--- src/rtl/mbd_pkg.sv ---
// ----------------------------------------------------------------------------
// Multi-button debouncer package
// Beat types, register indexes and the per-button status shared by the lanes.
// ----------------------------------------------------------------------------
package mbd_pkg;

  localparam int MAX_BUTTONS = 8;
  localparam int BTN_IDX_W   = 3;
  localparam int COUNT_W     = 8;
  localparam int INTERVAL_W  = 16;
  localparam int TIME_W      = 32;
  localparam int CFG_IDX_W   = 1;
  localparam int CFG_DATA_W  = 16;

  localparam logic [CFG_IDX_W-1:0] REG_SAMPLE_INTERVAL = 1'b0;
  localparam logic [CFG_IDX_W-1:0] REG_REQUIRED_COUNT  = 1'b1;

  localparam logic [INTERVAL_W-1:0] INTERVAL_RESET = 16'd20;
  localparam logic [COUNT_W-1:0]    REQUIRED_RESET = 8'd5;
  localparam logic [COUNT_W-1:0]    COUNT_MAX      = 8'hFF;

  typedef struct packed {
    logic [TIME_W-1:0]      now_ms;
    logic [MAX_BUTTONS-1:0] button_bits;
    logic                   take_event;
    logic                   clear_request;
    logic [BTN_IDX_W-1:0]   clear_button;
  } mbd_in_t;

  typedef struct packed {
    logic                   sampled;
    logic                   event_valid;
    logic [BTN_IDX_W-1:0]   event_button;
    logic                   event_pressed;
    logic [MAX_BUTTONS-1:0] stable_levels;
  } mbd_out_t;

  typedef struct packed {
    logic flip;
    logic new_level;
    logic level_nxt;
  } lane_stat_t;

endpackage

--- src/rtl/mbd_lane.sv ---
// ----------------------------------------------------------------------------
// Debounce lane
// Holds one button's stable level and count of differing samples.
// ----------------------------------------------------------------------------
module mbd_lane
  import mbd_pkg::*;
(
  input  logic               clk,
  input  logic               rst_n,
  input  logic               sample_en,
  input  logic               raw_bit,
  input  logic               clear_en,
  input  logic [COUNT_W-1:0] required_count,
  output lane_stat_t         stat
);

  logic               level_r;
  logic               level_nxt;
  logic [COUNT_W-1:0] cnt_r;
  logic [COUNT_W-1:0] cnt_nxt;
  logic [COUNT_W-1:0] cnt_inc;
  logic               differ;
  logic               flip;

  always_comb begin
    differ    = raw_bit != level_r;
    cnt_inc   = (cnt_r == COUNT_MAX) ? cnt_r : cnt_r + COUNT_W'(1);
    flip      = sample_en && differ && (cnt_inc >= required_count);
    level_nxt = level_r;
    cnt_nxt   = cnt_r;
    if (sample_en) begin
      if (!differ) begin
        cnt_nxt = '0;
      end else if (flip) begin
        level_nxt = raw_bit;
        cnt_nxt   = '0;
      end else begin
        cnt_nxt = cnt_inc;
      end
    end
    if (clear_en) begin
      level_nxt = 1'b0;
      cnt_nxt   = '0;
    end
  end

  always_ff @(posedge clk) begin
    if (!rst_n) begin
      level_r <= 1'b0;
      cnt_r   <= '0;
    end else begin
      level_r <= level_nxt;
      cnt_r   <= cnt_nxt;
    end
  end

  assign stat.flip      = flip;
  assign stat.new_level = raw_bit;
  assign stat.level_nxt = level_nxt;

endmodule

--- src/rtl/mbd_merge.sv ---
// ----------------------------------------------------------------------------
// Debounce event merge
// Picks the lowest button that changed level, keeps the pending event and
// builds the result beat.
// ----------------------------------------------------------------------------
module mbd_merge
  import mbd_pkg::*;
#(
  parameter int NUM_BUTTONS = 8
) (
  input  logic                         clk,
  input  logic                         rst_n,
  input  logic                         accept,
  input  logic                         sampled,
  input  logic                         take_event,
  input  lane_stat_t [NUM_BUTTONS-1:0] lane_stat,
  output mbd_out_t                     result
);

  logic                 pending_r;
  logic                 pending_nxt;
  logic [BTN_IDX_W-1:0] button_r;
  logic [BTN_IDX_W-1:0] button_nxt;
  logic                 pressed_r;
  logic                 pressed_nxt;
  logic                 any_flip;
  logic [BTN_IDX_W-1:0] sel_button;
  logic                 sel_pressed;
  logic                 pend_s;
  logic                 ev_valid;

  always_comb begin
    any_flip    = 1'b0;
    sel_button  = '0;
    sel_pressed = 1'b0;
    for (int i = NUM_BUTTONS - 1; i >= 0; i--) begin
      if (lane_stat[i].flip) begin
        any_flip    = 1'b1;
        sel_button  = BTN_IDX_W'(i);
        sel_pressed = lane_stat[i].new_level;
      end
    end

    pend_s      = pending_r;
    button_nxt  = button_r;
    pressed_nxt = pressed_r;
    if (!pending_r && any_flip) begin
      pend_s      = 1'b1;
      button_nxt  = sel_button;
      pressed_nxt = sel_pressed;
    end

    ev_valid    = take_event && pend_s;
    pending_nxt = pend_s && !ev_valid;

    result               = '0;
    result.sampled       = sampled;
    result.event_valid   = ev_valid;
    result.event_button  = ev_valid ? button_nxt : '0;
    result.event_pressed = ev_valid && pressed_nxt;
    for (int i = 0; i < NUM_BUTTONS; i++) begin
      result.stable_levels[i] = lane_stat[i].level_nxt;
    end
  end

  always_ff @(posedge clk) begin
    if (!rst_n) begin
      pending_r <= 1'b0;
      button_r  <= '0;
      pressed_r <= 1'b0;
    end else if (accept) begin
      pending_r <= pending_nxt;
      button_r  <= button_nxt;
      pressed_r <= pressed_nxt;
    end
  end

endmodule

--- src/rtl/multi_button_debouncer.sv ---
// ----------------------------------------------------------------------------
// Multi-button debouncer
// Polls a bank of buttons in parallel lanes and reports debounced levels and
// press or release events.
//
//   Channel | Ports                        | Beat
//   --------+------------------------------+-------------------------------
//   input   | in_valid, in_stall, in_data  | time, raw bits, take, clear
//   output  | out_valid, out_stall, out_data | sampled, event, levels
//   config  | cfg_we, cfg_index, cfg_wdata | interval (0), required count (1)
//
// One input beat is taken each cycle while in_stall is low; all lanes and
// the interval compare are combinational and the beat's result is registered.
// Synchronous reset clears levels, counts, last sample time and the event.
// An output register and a skid register keep input flowing for one beat
// while the output is stalled; in_stall rises only when both are full.
// ----------------------------------------------------------------------------
module multi_button_debouncer
  import mbd_pkg::*;
#(
  parameter int NUM_BUTTONS = 8
) (
  input  logic                  clk,
  input  logic                  rst_n,
  input  logic                  in_valid,
  output logic                  in_stall,
  input  mbd_in_t               in_data,
  output logic                  out_valid,
  input  logic                  out_stall,
  output mbd_out_t              out_data,
  input  logic                  cfg_we,
  input  logic [CFG_IDX_W-1:0]  cfg_index,
  input  logic [CFG_DATA_W-1:0] cfg_wdata
);

  logic [INTERVAL_W-1:0] interval_r;
  logic [COUNT_W-1:0]    required_r;
  logic [TIME_W-1:0]     last_time_r;
  logic [TIME_W-1:0]     elapsed;
  logic                  accept;
  logic                  do_sample;
  logic                  sample_en;
  mbd_out_t              result;
  mbd_out_t              out_data_r;
  mbd_out_t              skid_data_r;
  logic                  out_valid_r;
  logic                  skid_valid_r;
  logic                  pop;

  lane_stat_t [NUM_BUTTONS-1:0] lane_stat;

  assign accept    = in_valid && !in_stall;
  assign elapsed   = in_data.now_ms - last_time_r;
  assign do_sample = elapsed >= TIME_W'(interval_r);
  assign sample_en = accept && do_sample;

  always_ff @(posedge clk) begin
    if (!rst_n) begin
      interval_r <= INTERVAL_RESET;
      required_r <= REQUIRED_RESET;
    end else if (cfg_we) begin
      unique case (cfg_index)
        REG_SAMPLE_INTERVAL: interval_r <= cfg_wdata;
        REG_REQUIRED_COUNT:  required_r <= cfg_wdata[COUNT_W-1:0];
        default: ;
      endcase
    end
  end

  always_ff @(posedge clk) begin
    if (!rst_n) begin
      last_time_r <= '0;
    end else if (sample_en) begin
      last_time_r <= in_data.now_ms;
    end
  end

  for (genvar b = 0; b < NUM_BUTTONS; b++) begin : g_lane
    mbd_lane u_lane (
      .clk            (clk),
      .rst_n          (rst_n),
      .sample_en      (sample_en),
      .raw_bit        (in_data.button_bits[b]),
      .clear_en       (accept && in_data.clear_request
                       && (in_data.clear_button == BTN_IDX_W'(b))),
      .required_count (required_r),
      .stat           (lane_stat[b])
    );
  end

  mbd_merge #(
    .NUM_BUTTONS (NUM_BUTTONS)
  ) u_merge (
    .clk        (clk),
    .rst_n      (rst_n),
    .accept     (accept),
    .sampled    (do_sample),
    .take_event (in_data.take_event),
    .lane_stat  (lane_stat),
    .result     (result)
  );

  assign pop      = out_valid_r && !out_stall;
  assign in_stall = skid_valid_r;

  always_ff @(posedge clk) begin
    if (!rst_n) begin
      out_valid_r  <= 1'b0;
      skid_valid_r <= 1'b0;
    end else if (pop) begin
      if (skid_valid_r) begin
        skid_valid_r <= 1'b0;
      end else begin
        out_valid_r <= accept;
      end
    end else if (accept) begin
      if (!out_valid_r) begin
        out_valid_r <= 1'b1;
      end else begin
        skid_valid_r <= 1'b1;
      end
    end
  end

  always_ff @(posedge clk) begin
    if (pop) begin
      if (skid_valid_r) begin
        out_data_r <= skid_data_r;
      end else if (accept) begin
        out_data_r <= result;
      end
    end else if (accept) begin
      if (!out_valid_r) begin
        out_data_r <= result;
      end else begin
        skid_data_r <= result;
      end
    end
  end

  assign out_valid = out_valid_r;
  assign out_data  = out_data_r;

endmodule

--- config.mk ---
export PLATFORM = sky130hd
export DESIGN_NAME = multi_button_debouncer
export DESIGN_NICKNAME = d
export VERILOG_FILES = /design/src/rtl/mbd_pkg.sv /design/src/rtl/mbd_lane.sv /design/src/rtl/mbd_merge.sv /design/src/rtl/multi_button_debouncer.sv
export SDC_FILE = /design/constraint.sdc
export NUM_CORES = 1
export LEC_CHECK = 0
export BUFFER_PORTS_ARGS = -buffer_cell sky130_fd_sc_hd__buf_2
export CAP_MARGIN = 20
export CELL_PAD_IN_SITES_DETAIL_PLACEMENT = 0
export CELL_PAD_IN_SITES_GLOBAL_PLACEMENT = 2
export CORE_MARGIN = 5
export CORE_UTILIZATION = 34
export DETAILED_ROUTE_END_ITERATION = 10
export PLACE_DENSITY = 0.78
export SYNTH_ARGS = -nofsm -noshare
export SYNTH_HDL_FRONTEND = slang
export SYNTH_SLANG_ARGS = --single-unit
--- constraint.sdc ---
create_clock -name clk -period 4.6 [get_ports clk]
set_input_delay 0.23 -clock clk [delete_from_list [all_inputs] [get_ports clk]]
set_output_delay 0.23 -clock clk [all_outputs]
set_load 0.03 [all_outputs]
; Word-level counts from Yosys, hierarchy flattened
; Cells that the tools add are included.
[word_totals]
ff_bits = 163
out_inout_bits = 16
[op_classes]
n_reduce_logical = 54
n_addsub = 9
n_eq_ne = 25
n_lt_le_gt_ge = 9
bitwise_logic = 3
muxes = 92
[ops]
columns = op, n
row1 = two-way mux 8 bit, 24
row2 = two-way mux 14 bit, 5
row3 = adder 8 x 1 -> 8 bit (second input constant), 8
row4 = equality test 8 bit (second input constant), 8
row5 = greater-or-equal comparator 8 bit, 8
row6 = two-way mux 1 bit, 53
row7 = greater-or-equal comparator 32 x 16 -> 1 bit, 1
row8 = logical AND 1 bit, 32
row9 = subtractor 32 bit, 1
row10 = two-way mux 3 bit, 10
row11 = OR reduction 2 bit, 9
row12 = equality test 3 bit (second input constant), 4
row13 = != test 1 bit, 8
row14 = AND reduction 2 bit, 4
row15 = equality test 3 x 2 -> 1 bit (second input constant), 2
row16 = AND reduction 3 bit, 2
row17 = zero test 1 bit, 4
row18 = nonzero test 2 bit, 2
row19 = equality test 3 x 1 -> 1 bit (second input constant), 1
row20 = zero test 3 bit, 1
row21 = NOT 1 bit, 3
row22 = != test 2 x 1 -> 1 bit (second input constant), 1
row23 = != test 2 bit (second input constant), 1

; Logic depth before layout (Yosys ltp)
[depth]
word_depth = 20
mapped_depth = 22
mapped_depth_nobuf = 20

; Hierarchy
; A second synthesis with hierarchy kept.
[unflattened]
hier_cells = 1726
hier_area_um2 = 13950.9
[by_module_without_submodules]
columns = mod, area_each_um2, seq_area_each_um2, cells_per_inst, n_inst
row1 = multi_button_debouncer, 6761.5, 2001.9, 828, 1
row2 = mbd_lane, 837.1, 180.2, 104, 8
row3 = mbd_merge, 493.0, 100.1, 66, 1

; Least setup slack after synthesis
; No wires, ideal clock.
[synth_timing]
path_kind = register to register
from = register last_time_r[0]
to = register out_data_r, in the netlist out_data[0], data pin
t_arrival_ps = 4080
path_slack_ps = 259
required_ps = 4339
period_less_slack_ps = 4341
path_stages_with_launch = 21
cell_sequence = dfxtp_1 ha_1 fa_1 nand2b_1 a21o_1 a211oi_1 nor2_1 o21ai_0 xor2_1 ha_1 a21oi_1 a21boi_0 nor3_1 o2111ai_1 or4_1 nor3_1 nand4_1 o21ai_2 buf_4 nor2_1 a221o_1
[synth_via]
elab_chain_cells = 12
[synth_rtl]
columns = element, line_no
row1 = start: declaration, multi_button_debouncer.sv:38  ; logic [TIME_W-1:0] last_time_r;
row2 = start signal: assignment, multi_button_debouncer.sv:74  ; last_time_r <= in_data.now_ms;
row3 = subtractor 32 bit *, multi_button_debouncer.sv:53  ; assign elapsed = in_data.now_ms - last_time_r;
row4 = greater-or-equal comparator 32 x 16 -> 1 bit *, multi_button_debouncer.sv:54  ; assign do_sample = elapsed >= TIME_W'(interval_r);
row5 = logical AND 1 bit *, multi_button_debouncer.sv:55  ; assign sample_en = accept && do_sample;
row6 = logical AND 1 bit (2 in series), mbd_lane.sv:28  ; flip = sample_en && differ && (cnt_inc >= required_count);
row7 = two-way mux 1 bit, mbd_lane.sv:34  ; end else if (flip) begin
row8 = two-way mux 1 bit, mbd_lane.sv:32  ; if (!differ) begin
row9 = two-way mux 1 bit *, mbd_lane.sv:31  ; if (sample_en) begin
row10 = two-way mux 1 bit *, mbd_lane.sv:41  ; if (clear_en) begin
row11 = "two-way mux 14 bit, on equally long branches", "multi_button_debouncer.sv:133, multi_button_debouncer.sv:129"
row12 = "two-way mux 14 bit, on equally long branches", "multi_button_debouncer.sv:132, multi_button_debouncer.sv:127"
row13 = two-way mux 14 bit *, multi_button_debouncer.sv:126  ; if (pop) begin
row14 = end signal: assignment, multi_button_debouncer.sv:128  ; out_data_r <= skid_data_r;
row15 = end signal: assignment, multi_button_debouncer.sv:130  ; out_data_r <= result;
row16 = end signal: assignment, multi_button_debouncer.sv:134  ; out_data_r <= result;
row17 = end: declaration, multi_button_debouncer.sv:44  ; mbd_out_t out_data_r;
; Mark *: on every way between the ends. The rest lies on a longest branch, timed or not. The select of a mux whose other input is x is not followed.
; A chain may end at the register's enable or synchronous reset.

; Worst setup path in the final report
[layout_timing]
from = register last_time_r[0]
to = register g_lane[3].u_lane.cnt_r[0]
[layout_via]
elab_chain_cells = 7
[layout_rtl]
columns = element, line_no
row1 = subtractor 32 bit *, multi_button_debouncer.sv:53
row2 = greater-or-equal comparator 32 x 16 -> 1 bit *, multi_button_debouncer.sv:54
row3 = logical AND 1 bit *, multi_button_debouncer.sv:55
row4 = logical AND 1 bit (2 in series), mbd_lane.sv:28
row5 = two-way mux 8 bit, mbd_lane.sv:34
row6 = two-way mux 8 bit, mbd_lane.sv:32
row7 = end signal: assignment, mbd_lane.sv:53  ; cnt_r <= cnt_nxt;
row8 = end: declaration, mbd_lane.sv:19  ; logic [COUNT_W-1:0] cnt_r;
; Mark *: on every way between the ends. The rest lies on a longest branch, timed or not.

==> impl_metrics.toml <==
[placed_design]
io_buffers = 82
dpl.hpwl_um = 26200
gp_congestion = 0.866
placedInstanceArea_um2 = 13200

[grt]
grt_pass1_vias = 11006
grt_pass1_wl_um = 57300
grt_overflow = 0
grt_start_max_net_pins = 55
antenna_found_initial = 2
track_usage_pct = 18.1

[worst_hold_path]
min_path_type = "primary input to flip-flop"
min-delay-start = "cfg_wdata[0]"

[power]
leakage_nw = 5.77
pwr-share-clk_pct = 35.6
p_switching_mw = 1.35
vdd_drop_max_uv = 272
power.density_nw_per_um2 = 281
seq_power_share_pct = 37.8
power.internal_mw = 2.75
combinationalPowerShare_pct = 26.6
switching_share_pct = 32.9

[cts]
htreeDepth = 4
clock-root-buffer = "clkbuf_16"
numCtsBuffers = 17
tritoncts = "yes"
clk_pin_slew_ps = 70
insertion_delay_ps = 450
cts_max_path_buffers = 2
cts.sink_count = 163
ctsHoldBuffers = 0

[yosys]
syn_area_um2 = 12000
syn-num-nets = 1696
ys_seq_elements = 163
synth_edf_count = 28
yosysSeqAreaShare_pct = 29.4
yosys_warnings = 0
ys_types = 73
syn_area_per_cell_um2 = 7.98
async_reset_ff_share_pct = 0
synthFlopType = "dfxtp_1"
syn-instance-count = 1509

[detailed_routing]
ant_nets = 0
drt_iter0_markers = 533
routed_via_density = 5.33
num_vias = 11221
avgRoutedWirePerCell_um = 17.5
wirelength_um = 36800
drt-pass1-iter-count = 5
drc = 0

[sta]
slew_headroom_pct = 29.5
post-route-period-util_pct = 100
tns_ps = 0
skew_ps = 10.6
finalHoldViolCount = 0
rsz0062_at_grt = "yes"
worst_pin_slew_ps = 1050
hold_ws_ps = 22.7
timing_max_transition_violations_final = 0
min_period_ps = 4600
setup_violations = 0
timing.fmax_mhz = 217

[floorplanning]
die_area_um2 = 39300
dieHeight_um = 198
pin_count = 83
start_util_pct = 34.2
core_um2 = 35200
rows = 69
die_width_um = 198

[setup_path]
path_cells = "ha_4, fa_2, nand2b_4, a21o_1, a211oi_2, nor2_1, o21ai_1, xor2_1, ha_1, a21oi_2, a21boi_2, nor3_2, o2111ai_1, or4_1, nor3_2, nand4_1, buf_4, o21a_4, buf_12, buf_12, nand4b_1, a21oi_2"
path_class = "flip-flop to flip-flop"
cp-end-kind = "flip-flop"
worstReg2RegStart = "last_time_r[0]"
critPathSlowestCell = "or4_1"
required_ps = 4920
critPathLaunch = "last_time_r[0]"
rrSetupSlack_ps = 0.9
arrival_ps = 4920
crit_path_start_kind = "flip-flop"
max_stage_delay_ps = 430
crit_fanout = 11

[outcome]
status = "completed"

[layout]
final_common_cell = "nand2_1"
diodes = 0
layout_common_cells = "nand2_1 (196), dfxtp_1 (134), a21oi_1 (130)"
fillers = 3656
finalCoreUtilization_pct = 41.4
fin_nets = 1820
synthToLayoutAreaGrowth_pct = 21.2
final_area_um2 = 14600
layout-drive-gt1-share_pct = 17.1

[job]
cap_violations = 0
[flip-flops by register name (all words and copies together), names as in the netlist]
name / flops
g_lane.u_lane.cnt_r: 64
g_lane.u_lane.level_r: 8
in_stall: 1
interval_r: 16
skid_data_r: 14
u_merge.pending_r: 1
last_time_r: 32
out_valid: 1
u_merge.button_r: 3
u_merge.pressed_r: 1
required_r: 8
out_data: 14
[cells in the mapped netlist (19+ instances only)]
cell type | n | share of area [%]
inv_1 | 82 | 2.6
nor2b_1 | 54 | 2.8
mux2i_1 | 38 | 3.2
xor2_1 | 19 | 1.4
nor2_1 | 83 | 2.6
nand2_1 | 201 | 6.3
and3_1 | 20 | 1.0
nand4_1 | 67 | 3.5
xnor2_1 | 44 | 3.2
nand3_1 | 75 | 3.1
o21ai_0 | 46 | 1.9
o21a_1 | 21 | 1.3
ha_1 | 119 | 12
nand2b_1 | 21 | 1.1
a21oi_1 | 151 | 6.3
edfxtp_1 | 28 | 7.0
nor3_1 | 22 | 0.91
a31oi_1 | 20 | 1.0
a21boi_0 | 31 | 1.9
clkbuf_1 | 39 | 1.2
dfxtp_1 | 135 | 22
[critical path, delay by kind of cell (launching register included)]
kind	cells	cell delay (ps)
flip-flops	1	340
buffers and inverters	3	540
adder cells (fa/ha/maj)	3	790
AND/OR/NAND/NOR	7	1300
XOR/XNOR	1	190
AO/OA/AOI/OAI	8	1310
[final cells by class]
type                       count  area (um2)  area share [%]
sequential                   163        3540            24.3
multi-input combinational   1203        8170            56.0
clock inverter                12         119           0.815
inverter                      83         312            2.14
timing repair buffer         165        1400            9.63
tap                          461         577            3.96
clock buffer                  20         457            3.13
[per-layer routing]
layer	track usage, %	up-vias	wire [um]
li1	-	5706	-
met1	23.6	5261	17200
met2	30.8	216	17300
met3	3.57	34	1640
met4	4.23	4	567
met5	0	-	27
[through the flow]
step,instances,total power [mW],setup slack (ps)
final,2107,4.09,0.920
after global placement,2040,2.54,-307
after floorplan,1509,2.24,259
after detailed placement,2040,2.55,-407
after global routing,2107,4.31,-334
after CTS,2088,4.07,-51.6
[cells by family after synthesis]
| group | Yosys count | share of synthesized area (%) |
|---|---|---|
| AO/OA/AOI/OAI | 369 | 19.5 |
| XOR/XNOR | 63 | 4.58 |
| adder cells (fa/ha/maj) | 120 | 12.5 |
| buffers and inverters | 145 | 5.00 |
| flip-flops | 163 | 29.4 |
| multiplexers | 50 | 4.28 |
| AND/OR/NAND/NOR | 599 | 24.7 |
[power by group through the flow]
stage               Clock, mW  Sequential, mW  Combinational, mW
floorplan                   0            1.59              0.650
finish                   1.46            1.55               1.09
global route             1.55            1.56               1.20
global placement            0            1.58              0.956
detailed placement          0            1.58              0.965
CTS                      1.51            1.55               1.01
[worst paths after layout]
kind / to / depth (start not counted)
min: required_r[0] / 3
min reg2reg: required_r[1] / 2
max: g_lane[3].u_lane.cnt_r[0] / 22
max reg2reg: g_lane[3].u_lane.cnt_r[0] / 22
[what timing repair did]
action | CTS | global route
buffers inserted | 13 | 8
gates cloned | 3 | 12
pin swaps | 11 | 53
gates resized for setup | 30 | 71
endpoints found under the setup margin | 135 | 137
(Power assumes the default switching activity.)
